[src/rtl/core/mpm_pkg.sv]
package mpm_pkg;

   // Coefficient store geometry
   localparam int MaxTerms = 1024;
   localparam int AddrW    = $clog2(MaxTerms);

   // Field widths
   localparam int ModeW  = 2;
   localparam int PosW   = 11;
   localparam int CoefW  = 30;
   localparam int ModW   = 31;
   localparam int DegW   = 10;
   localparam int ProdW  = 2 * CoefW;
   localparam int CsrIdxW = 2;

   localparam logic [ModW-1:0] ModulusReset = 31'd1000000007;

   // Item modes
   localparam logic [ModeW-1:0] ModeFirst  = 2'd0;
   localparam logic [ModeW-1:0] ModeSecond = 2'd1;
   localparam logic [ModeW-1:0] ModeQuery  = 2'd2;

   // Register indexes
   localparam logic [CsrIdxW-1:0] CsrModulus     = 2'd0;
   localparam logic [CsrIdxW-1:0] CsrDegreeFirst = 2'd1;
   localparam logic [CsrIdxW-1:0] CsrDegreeSecond = 2'd2;

   typedef enum logic [1:0] {
      ST_IDLE,
      ST_ISSUE,
      ST_DRAIN,
      ST_REPLY
   } state_type;

   typedef struct packed {
      logic [ModW-1:0] modulus;
      logic [DegW-1:0] degree_first;
      logic [DegW-1:0] degree_second;
   } cfg_type;

   typedef struct packed {
      logic             we;
      logic [AddrW-1:0] waddr;
      logic [CoefW-1:0] wdata;
      logic             re;
      logic [AddrW-1:0] raddr;
   } mem_req_type;

   typedef struct packed {
      logic             valid;
      logic             last;
      logic [ProdW-1:0] value;
   } red_in_type;

   typedef struct packed {
      logic            valid;
      logic            last;
      logic [ModW-1:0] rem;
   } red_out_type;

endpackage

[src/rtl/core/mpm_ctrl.sv]
module mpm_ctrl import mpm_pkg::*; (
   input  logic              clock,
   input  logic              reset,
   input  cfg_type           cfg,
   input  logic              req_valid,
   output logic              req_ready,
   input  logic [ModeW-1:0]  req_mode,
   input  logic [PosW-1:0]   req_pos,
   input  logic [CoefW-1:0]  req_coeff,
   output logic              rsp_valid,
   input  logic              rsp_ready,
   output logic [PosW-1:0]   rsp_index,
   output logic [CoefW-1:0]  rsp_value,
   output mem_req_type       mem_first,
   output mem_req_type       mem_second,
   input  logic [CoefW-1:0]  rdata_first,
   input  logic [CoefW-1:0]  rdata_second,
   output red_in_type        red_in,
   input  red_out_type       red_out
);

   state_type        state_ff, state_in;
   logic [PosW-1:0]  pos_ff, pos_in;
   logic [AddrW-1:0] idx_ff, idx_in;
   logic [AddrW-1:0] jdx_ff, jdx_in;
   logic [AddrW-1:0] hi_ff, hi_in;
   logic [ModW-1:0]  acc_ff, acc_in;
   logic             op_write_ff, op_write_in;
   logic             op_first_ff, op_first_in;
   logic             rd_vld_ff, rd_vld_in;
   logic             rd_last_ff, rd_last_in;
   logic             mul_vld_ff;
   logic             mul_last_ff;
   logic [ProdW-1:0] mul_ff, mul_in;
   logic             rsp_valid_ff, rsp_valid_in;
   logic [PosW-1:0]  rsp_index_ff, rsp_index_in;
   logic [CoefW-1:0] rsp_value_ff, rsp_value_in;

   logic             accept;
   logic             issue;
   logic [DegW-1:0]  df, ds;
   logic [PosW-1:0]  deg_sum;
   logic [PosW-1:0]  lo_full;
   logic [ModW:0]    acc_sum;
   logic [ModW-1:0]  acc_next;

   assign req_ready = (state_ff == ST_IDLE);
   assign accept    = req_valid && req_ready;
   assign issue     = (state_ff == ST_ISSUE);

   // Clamp the degrees to the store depth
   assign df = (cfg.degree_first > DegW'(MaxTerms - 1)) ? DegW'(MaxTerms - 1)
                                                        : cfg.degree_first;
   assign ds = (cfg.degree_second > DegW'(MaxTerms - 1)) ? DegW'(MaxTerms - 1)
                                                         : cfg.degree_second;
   assign deg_sum = PosW'(df) + PosW'(ds);
   assign lo_full = (req_pos > PosW'(ds)) ? req_pos - PosW'(ds) : '0;

   assign mul_in = ProdW'(rdata_first) * ProdW'(rdata_second);

   // Running sum stays below the modulus, so one subtract suffices
   assign acc_sum  = {1'b0, acc_ff} + {1'b0, red_out.rem};
   assign acc_next = (acc_sum >= {1'b0, cfg.modulus}) ?
                     ModW'(acc_sum - {1'b0, cfg.modulus}) : acc_sum[ModW-1:0];

   always_comb begin
      state_in     = state_ff;
      pos_in       = pos_ff;
      idx_in       = idx_ff;
      jdx_in       = jdx_ff;
      hi_in        = hi_ff;
      acc_in       = acc_ff;
      op_write_in  = op_write_ff;
      op_first_in  = op_first_ff;
      rd_vld_in    = 1'b0;
      rd_last_in   = 1'b0;
      rsp_valid_in = rsp_valid_ff && !rsp_ready;
      rsp_index_in = rsp_index_ff;
      rsp_value_in = rsp_value_ff;

      red_in.valid = mul_vld_ff;
      red_in.last  = mul_last_ff;
      red_in.value = mul_ff;

      if (red_out.valid && !op_write_ff) begin
         acc_in = acc_next;
      end

      case (state_ff)
         ST_IDLE: begin
            if (accept) begin
               pos_in = req_pos;
               case (req_mode)
                  ModeFirst, ModeSecond: begin
                     op_write_in = 1'b1;
                     op_first_in = (req_mode == ModeFirst);
                     if (req_pos < PosW'(MaxTerms)) begin
                        red_in.valid = 1'b1;
                        red_in.last  = 1'b1;
                        red_in.value = ProdW'(req_coeff);
                        state_in     = ST_DRAIN;
                     end
                  end
                  ModeQuery: begin
                     op_write_in = 1'b0;
                     acc_in      = '0;
                     idx_in      = AddrW'(lo_full);
                     jdx_in      = AddrW'(req_pos - lo_full);
                     hi_in       = (req_pos < PosW'(df)) ? AddrW'(req_pos) : AddrW'(df);
                     if (req_pos > deg_sum) begin
                        state_in = ST_REPLY;
                     end else begin
                        state_in = ST_ISSUE;
                     end
                  end
                  default: begin
                     state_in = ST_IDLE;
                  end
               endcase
            end
         end
         ST_ISSUE: begin
            rd_vld_in  = 1'b1;
            rd_last_in = (idx_ff == hi_ff);
            idx_in     = idx_ff + AddrW'(1);
            jdx_in     = jdx_ff - AddrW'(1);
            if (idx_ff == hi_ff) begin
               state_in = ST_DRAIN;
            end
         end
         ST_DRAIN: begin
            if (red_out.valid && red_out.last) begin
               state_in = op_write_ff ? ST_IDLE : ST_REPLY;
            end
         end
         ST_REPLY: begin
            // Hold until the output register is free
            if (!rsp_valid_ff || rsp_ready) begin
               rsp_valid_in = 1'b1;
               rsp_index_in = pos_ff;
               rsp_value_in = acc_ff[CoefW-1:0];
               state_in     = ST_IDLE;
            end
         end
         default: begin
            state_in = ST_IDLE;
         end
      endcase
   end

   always_comb begin
      mem_first.we     = red_out.valid && op_write_ff && op_first_ff;
      mem_first.waddr  = pos_ff[AddrW-1:0];
      mem_first.wdata  = red_out.rem[CoefW-1:0];
      mem_first.re     = issue;
      mem_first.raddr  = idx_ff;
      mem_second.we    = red_out.valid && op_write_ff && !op_first_ff;
      mem_second.waddr = pos_ff[AddrW-1:0];
      mem_second.wdata = red_out.rem[CoefW-1:0];
      mem_second.re    = issue;
      mem_second.raddr = jdx_ff;
   end

   always_ff @(posedge clock) begin
      if (reset) begin
         state_ff     <= ST_IDLE;
         rd_vld_ff    <= 1'b0;
         mul_vld_ff   <= 1'b0;
         rsp_valid_ff <= 1'b0;
      end else begin
         state_ff     <= state_in;
         rd_vld_ff    <= rd_vld_in;
         mul_vld_ff   <= rd_vld_ff;
         rsp_valid_ff <= rsp_valid_in;
      end
   end

   always_ff @(posedge clock) begin
      pos_ff       <= pos_in;
      idx_ff       <= idx_in;
      jdx_ff       <= jdx_in;
      hi_ff        <= hi_in;
      acc_ff       <= acc_in;
      op_write_ff  <= op_write_in;
      op_first_ff  <= op_first_in;
      rd_last_ff   <= rd_last_in;
      mul_last_ff  <= rd_last_ff;
      mul_ff       <= mul_in;
      rsp_index_ff <= rsp_index_in;
      rsp_value_ff <= rsp_value_in;
   end

   assign rsp_valid = rsp_valid_ff;
   assign rsp_index = rsp_index_ff;
   assign rsp_value = rsp_value_ff;

endmodule

[config.mk]
export PLATFORM = sky130hd
export DESIGN_NAME = mpm_ctrl
export DESIGN_NICKNAME = d
export VERILOG_FILES = /design/src/rtl/core/mpm_pkg.sv /design/src/rtl/core/mpm_ctrl.sv
export SDC_FILE = /design/constraint.sdc
export NUM_CORES = 2
export LEC_CHECK = 0
export BUFFER_PORTS_ARGS = -buffer_cell sky130_fd_sc_hd__buf_2
export CAP_MARGIN = 10
export CORE_UTILIZATION = 50
export CTS_CLUSTER_DIAMETER = 120
export DETAILED_ROUTE_END_ITERATION = 6
export PLACE_DENSITY_LB_ADDON = 0.3
export SYNTH_ARGS = -nofsm -noshare
export SYNTH_HDL_FRONTEND = slang
export SYNTH_SLANG_ARGS = --single-unit
[constraint.sdc]
create_clock -name clock -period 19.2 [get_ports clock]
set_input_delay 2.88 -clock clock [delete_from_list [all_inputs] [get_ports clock]]
set_output_delay 2.88 -clock clock [all_outputs]
set_load 0.05 [all_outputs]
# Word level (Yosys, flattened, before mapping)
# Cells that the tools add are included.
op_classes:
  n_addsub: 7
  n_mul: 1
  div_mod_pow: 0
  order_cmp: 7
  n_eq_ne: 12
  shifts: 0
  n_mux: 32
  bitwise: 0
  reduce_logical: 24
ops:
  columns: ["operator", "n"]
  rows:
  - ["2-to-1 mux 62 bit", 4]
  - ["2-to-1 mux 31 bit", 5]
  - ["2-to-1 mux 10 bit", 8]
  - ["multiplier 30 x 30 -> 60 bit", 1]
  - ["one-hot mux 10 bit (2 select lines)", 2]
  - ["adder 31 x 31 -> 32 bit", 1]
  - ["greater-or-equal comparator 32 x 31 -> 1 bit", 1]
  - ["subtractor 31 bit", 1]
  - ["greater-than comparator 10 bit (second input constant)", 2]
  - ["subtractor 10 bit", 2]
  - ["2-to-1 mux 2 bit", 7]
  - ["AND reduction 3 bit", 4]
  - ["adder 10 x 10 -> 11 bit", 1]
  - ["greater-than comparator 11 x 10 -> 1 bit", 1]
  - ["greater-than comparator 11 bit", 1]
  - ["< comparator 11 x 10 -> 1 bit", 1]
  - ["< comparator 11 bit (second input constant)", 1]
  - ["adder 10 x 1 -> 10 bit (second input constant)", 1]
  - ["== test 10 bit", 1]
  - ["subtractor 10 x 1 -> 10 bit (second input constant)", 1]
  - ["one-hot mux 2 bit (4 select lines)", 1]
  - ["logical AND 1 bit", 7]
  - ["== test 2 bit (second input constant)", 3]
  - ["!= test 2 x 1 -> 1 bit (second input constant)", 3]
  - ["other kinds (13)", 23]
word_totals:
  regBits: 182
  latch_bits: 0
  ram_bits: 0
  romBits: 0
  in_bits: 191
  output_inout_bits: 209
  wordCells: 99
  mem_count: 0

# Longest topological paths before layout
logic_depth:
  word_depth: 8
  depth_mapped: 30
  mapped_depth_nobuf: 28

# Least setup slack after synthesis
# OpenSTA, ideal clock, no wires.
synth_timing:
  kind: "in2reg"
  from: "in rdata_second[6]"
  to: "reg mul_ff[43]"
  setup_ns: 0.126
  t_arrival_ns: 9.888
  t_required_ns: 19.074
  setup_slack_ns: 9.186
  cell_stages: 28
  n_path_buf: 2
  path_cell_list: "clkbuf_1 nand2_1 fa_1 inv_1 fa_1 inv_1 fa_1 inv_1 fa_1 inv_1 fa_1 inv_1 fa_1 fa_1 inv_1 fa_1 inv_1 ha_1 clkbuf_1 a2111oi_0 o2bb2ai_1 a31oi_1 a221oi_1 o31ai_1 a22o_1 o21ai_1 o21ai_1 xor2_1"
synth_between:
  elab_chain_len: 1
synth_rtl:
  columns: ["element", "line_no", "source"]
  rows:
  - ["from (decl)", "mpm_ctrl.sv:17", "input logic [CoefW-1:0] rdata_second,"]
  - ["multiplier 30 x 30 -> 60 bit", "mpm_ctrl.sv:59", "assign mul_in = ProdW'(rdata_first) * ProdW'(rdata_second);"]
  - ["named net mul_in[43]", "mpm_ctrl.sv:34", "logic [ProdW-1:0] mul_ff, mul_in;"]
  - ["to (signal assigned)", "mpm_ctrl.sv:188", "mul_ff <= mul_in;"]
  - ["to (decl)", "mpm_ctrl.sv:34", null]
# The timed path passes the listed nets, and every way through them passes these cells.
# A chain may end at the register's enable or synchronous reset.

# Worst setup path in the final report
layout_timing:
  from: "in rdata_second[8]"
  to: "reg mul_ff[54]"
# Same word-level chain as after synthesis.

==> out/metrics.csv <==
stage,metric,value,unit
clock_tree,CTS root buf,clkbuf_16,
finish,layout cell share with drive strength beyond 1,10.5,%
clock_tree,setup repair bufs after CTS,0,
worst_setup_path,CP startpoint,rdata_second[8],
sta,final period utilization,55.0,%
finish,Nets,6084,
clock_tree,deepest clock path buffer count,2,
sta,unrepaired setup endpoints after global routing,false,
routing,wl on met1,43.2,mm
routing,DRC,0,
finish,"commonest non-fill, non-tap cells in the layout","inv_1 (906), fa_1 (785), and2_1 (521)",
floorplanning,core region area,82400,um2
sta,Fmax,94.7,MHz
synthesis,number of flops mapped to enable cells by yosys,84,
synthesis,YS warnings,0,
placed_design,placed insts,5798,
worst_setup_path,max incr delay on CP,0.86,ns
synthesis,Mapped Avg Cell Area,8.99,um2
sta,Final Hold Fails,0,
clock_tree,clk slew on worst S/H paths,0.10,ns
floorplanning,row count,105,
synthesis,register bit total from synthesis,182,
routing,vias per inst,5.42,
synthesis,synthesized area,41800,um2
worst_setup_path,CP Cell Sequence,"buf_2, and2_1, fa_1, fa_1, inv_1, fa_1, fa_1, inv_1, fa_1, fa_1, fa_1, inv_1, fa_1, inv_1, ha_1, a21oi_1, o21ai_0, a21oi_1, o21ai_0, or2_2, o21ai_1, nor4_1, or4_1, xor2_1",
floorplanning,Ports,400,
synthesis,Synth async-reset ratio,0,%
routing,Top Metal Used,met5,
finish,final cell count without fillers,5841,
floorplanning,Die H,291,um
run,Max Cap Viol,0,
routing,routed length per placed instance,19.0,um
sta,setup violators final,0,
synthesis,Unique masters post-synth,74,
routing,met2 routed WL,55.8,mm
clock_tree,worst skew pair latency,0.51,ns
clock_tree,CTS tree,done,
worst_setup_path,critical path arrival,10.97,ns
synthesis,Most used DFF post-synth,dfxtp_1,
worst_setup_path,Critical Path Start Type,input port,
worst_setup_path,"slowest stage cell, crit path",o21ai_1,
routing,Met3 Wirelength,5.37,mm
global_routing,largest net degree at the start of global routing,63,
synthesis,syn_nets,5987,
synthesis,Synth Instances,4650,
synthesis,Synth top area share,37.6,%
placed_design,IO buf count,399,
worst_setup_path,kind of critical path,input port to register,
worst_setup_path,Reg2Reg Launch Point,acc_ff[0],
routing,vias,31700,
routing,Pre-Repair DR Iteration Count,6,
sta,Least-Margin Pin Slew,1.12,ns
placed_design,Final HPWL DP,89.2,mm
worst_setup_path,critical path's most frequent cell,fa_1,
worst_hold_path,Tightest Hold Check Type,register to register,
finish,post-layout util,53.9,%
routing,Iter 0 DRT Violations,1711,
global_routing,total gr overflow,0,
floorplanning,starting density of the core,50.8,%
finish,"commonest non-fill, non-tap cell in the layout",inv_1,
floorplanning,Die Span X,291,um
finish,P&R area growth vs syn,6.08,%
worst_setup_path,CP required,19.61,ns
global_routing,initial antenna violation count,7,
routing,DRT Wirelength,111,mm
sta,min Tclk post-route,10.56,ns
floorplanning,die area,84800,um2
sta,relative slew slack,25.0,%
synthesis,biggest area consumer among synthesized cells,fa_1,
routing,ANT nets after route,0,
synthesis,most area-consuming cells after synthesis,"fa_1 (38%), ha_1 (11%), inv_1 (8.1%), and2_1 (7.8%), edfxtp_1 (6.0%)",
clock_tree,"Gates resized, CTS repair",0,
worst_setup_path,crit path max fanout,30,
sta,final-report max-slew violation count,0,
run_status,status,"finished, final reports clean",
worst_hold_path,hold path startpoint,rd_last_ff,
clock_tree,cts bufs inserted,17,
sta,setup_tns,0,ns
global_routing,vias in the first global route,33400,
clock_tree,hold buffer count at cts,0,
global_routing,first-pass GRT wire length,178,mm
placed_design,routability cong.,0.903,
worst_setup_path,kind of end point of the critical path,register,
clock_tree,Sink Count,182,
clock_tree,CTS H-tree lvls,4,
synthesis,"Seq/Total Area, Yosys",10.7,%
sta,Worst Skew,0.0190,ns
global_routing,total track usage,27.0,%
==> area by class of cell <==
type / count / area, um2
fillers: 7656 / 38000
multi-input cells: 3223 / 32400
flip-flops and latches: 182 / 4480
inverters: 907 / 3400
repair buffers: 416 / 2120
well taps: 1070 / 1340
clock buffers: 17 / 425
clock inverters: 15 / 196
diodes: 11 / 27.5
==> per-layer routing <==
| layer | vias up | GRT usage (%) |
|---|---|---|
| met5 | - | 0 |
| met4 | 6 | 15.7 |
| met3 | 243 | 3.01 |
| met2 | 1020 | 46.9 |
| met1 | 16000 | 32.2 |
| li1 | 14400 | - |
==> stage by stage <==
step | hold WS [ns] | setup WS (ns) | area (um2)
2_1_floorplan | 0.310 | 9.19 | 41800
3_3_place_gp | 0.313 | 8.27 | 43700
3_5_place_dp | 0.313 | 8.22 | 43700
4_1_cts | 0.329 | 8.79 | 44300
5_1_grt | 0.335 | 8.24 | 44300
6_report | 0.327 | 8.64 | 44400
==> critical path: cells and delay by family <==
family / cells / cell delay [ns]
adder cells (fa/ha/maj): 9 / 4.31
XOR/XNOR: 1 / 0.16
AO/OA/AOI/OAI: 5 / 1.49
buffers and inverters: 5 / 0.78
AND/OR/NAND/NOR: 4 / 1.30
==> sequential cells by signal, indices dropped and copies added (netlist names) <==
signal / flops
rsp_valid: 1
mul_last_ff: 1
rd_vld_ff: 1
idx_ff: 10
acc_ff: 31
mul_ff: 60
rd_last_ff: 1
rsp_value: 30
op_first_ff: 1
hi_ff: 10
jdx_ff: 10
pos_ff: 11
state_ff: 2
mul_vld_ff: 1
rsp_index: 11
op_write_ff: 1
==> cells in the mapped netlist (all sizes together) (6+ instances only) <==
master,instances
a211oi,32
a21boi,8
a21o,61
a21oi,159
a31oi,17
and2,521
and3,8
buf,92
clkbuf,246
dfxtp,98
edfxtp,84
fa,785
ha,361
inv,906
mux2,38
mux2i,24
nand2,490
nand2b,23
nand3,44
nand4,29
nor2,112
nor2b,55
nor3,29
nor4,11
o211ai,13
o21a,26
o21ai,112
o21bai,23
o31a,6
o31ai,13
or2,6
or3,10
or4,6
xnor2,94
xor2,56
==> path summary, 6_finish.rpt <==
check,to,slack (ns),cells after the start
setup / recovery,mul_ff[54],8.64,24
hold / removal,mul_last_ff,0.33,0
setup reg to reg,acc_ff[3],13.47,18
hold reg to reg,mul_last_ff,0.33,0
==> cell families (layout without fill, tap and decap cells) <==
kind of cell	Yosys count	count (layout)	share of synthesized area [%]
AOI/OAI and AO/OA	508	508	7.66
xor gates and xnor gates	150	150	3.14
adders and majority gates	1146	1146	48.4
buffers and inverters	1245	1355	11.9
DFF	182	182	10.7
muxes	62	62	1.60
other	0	11	0
and+or+nand+nor	1357	1357	16.6
Power is not shown: default switching activity piles up to over one toggle a cycle in this logic, so the estimate is an artifact.
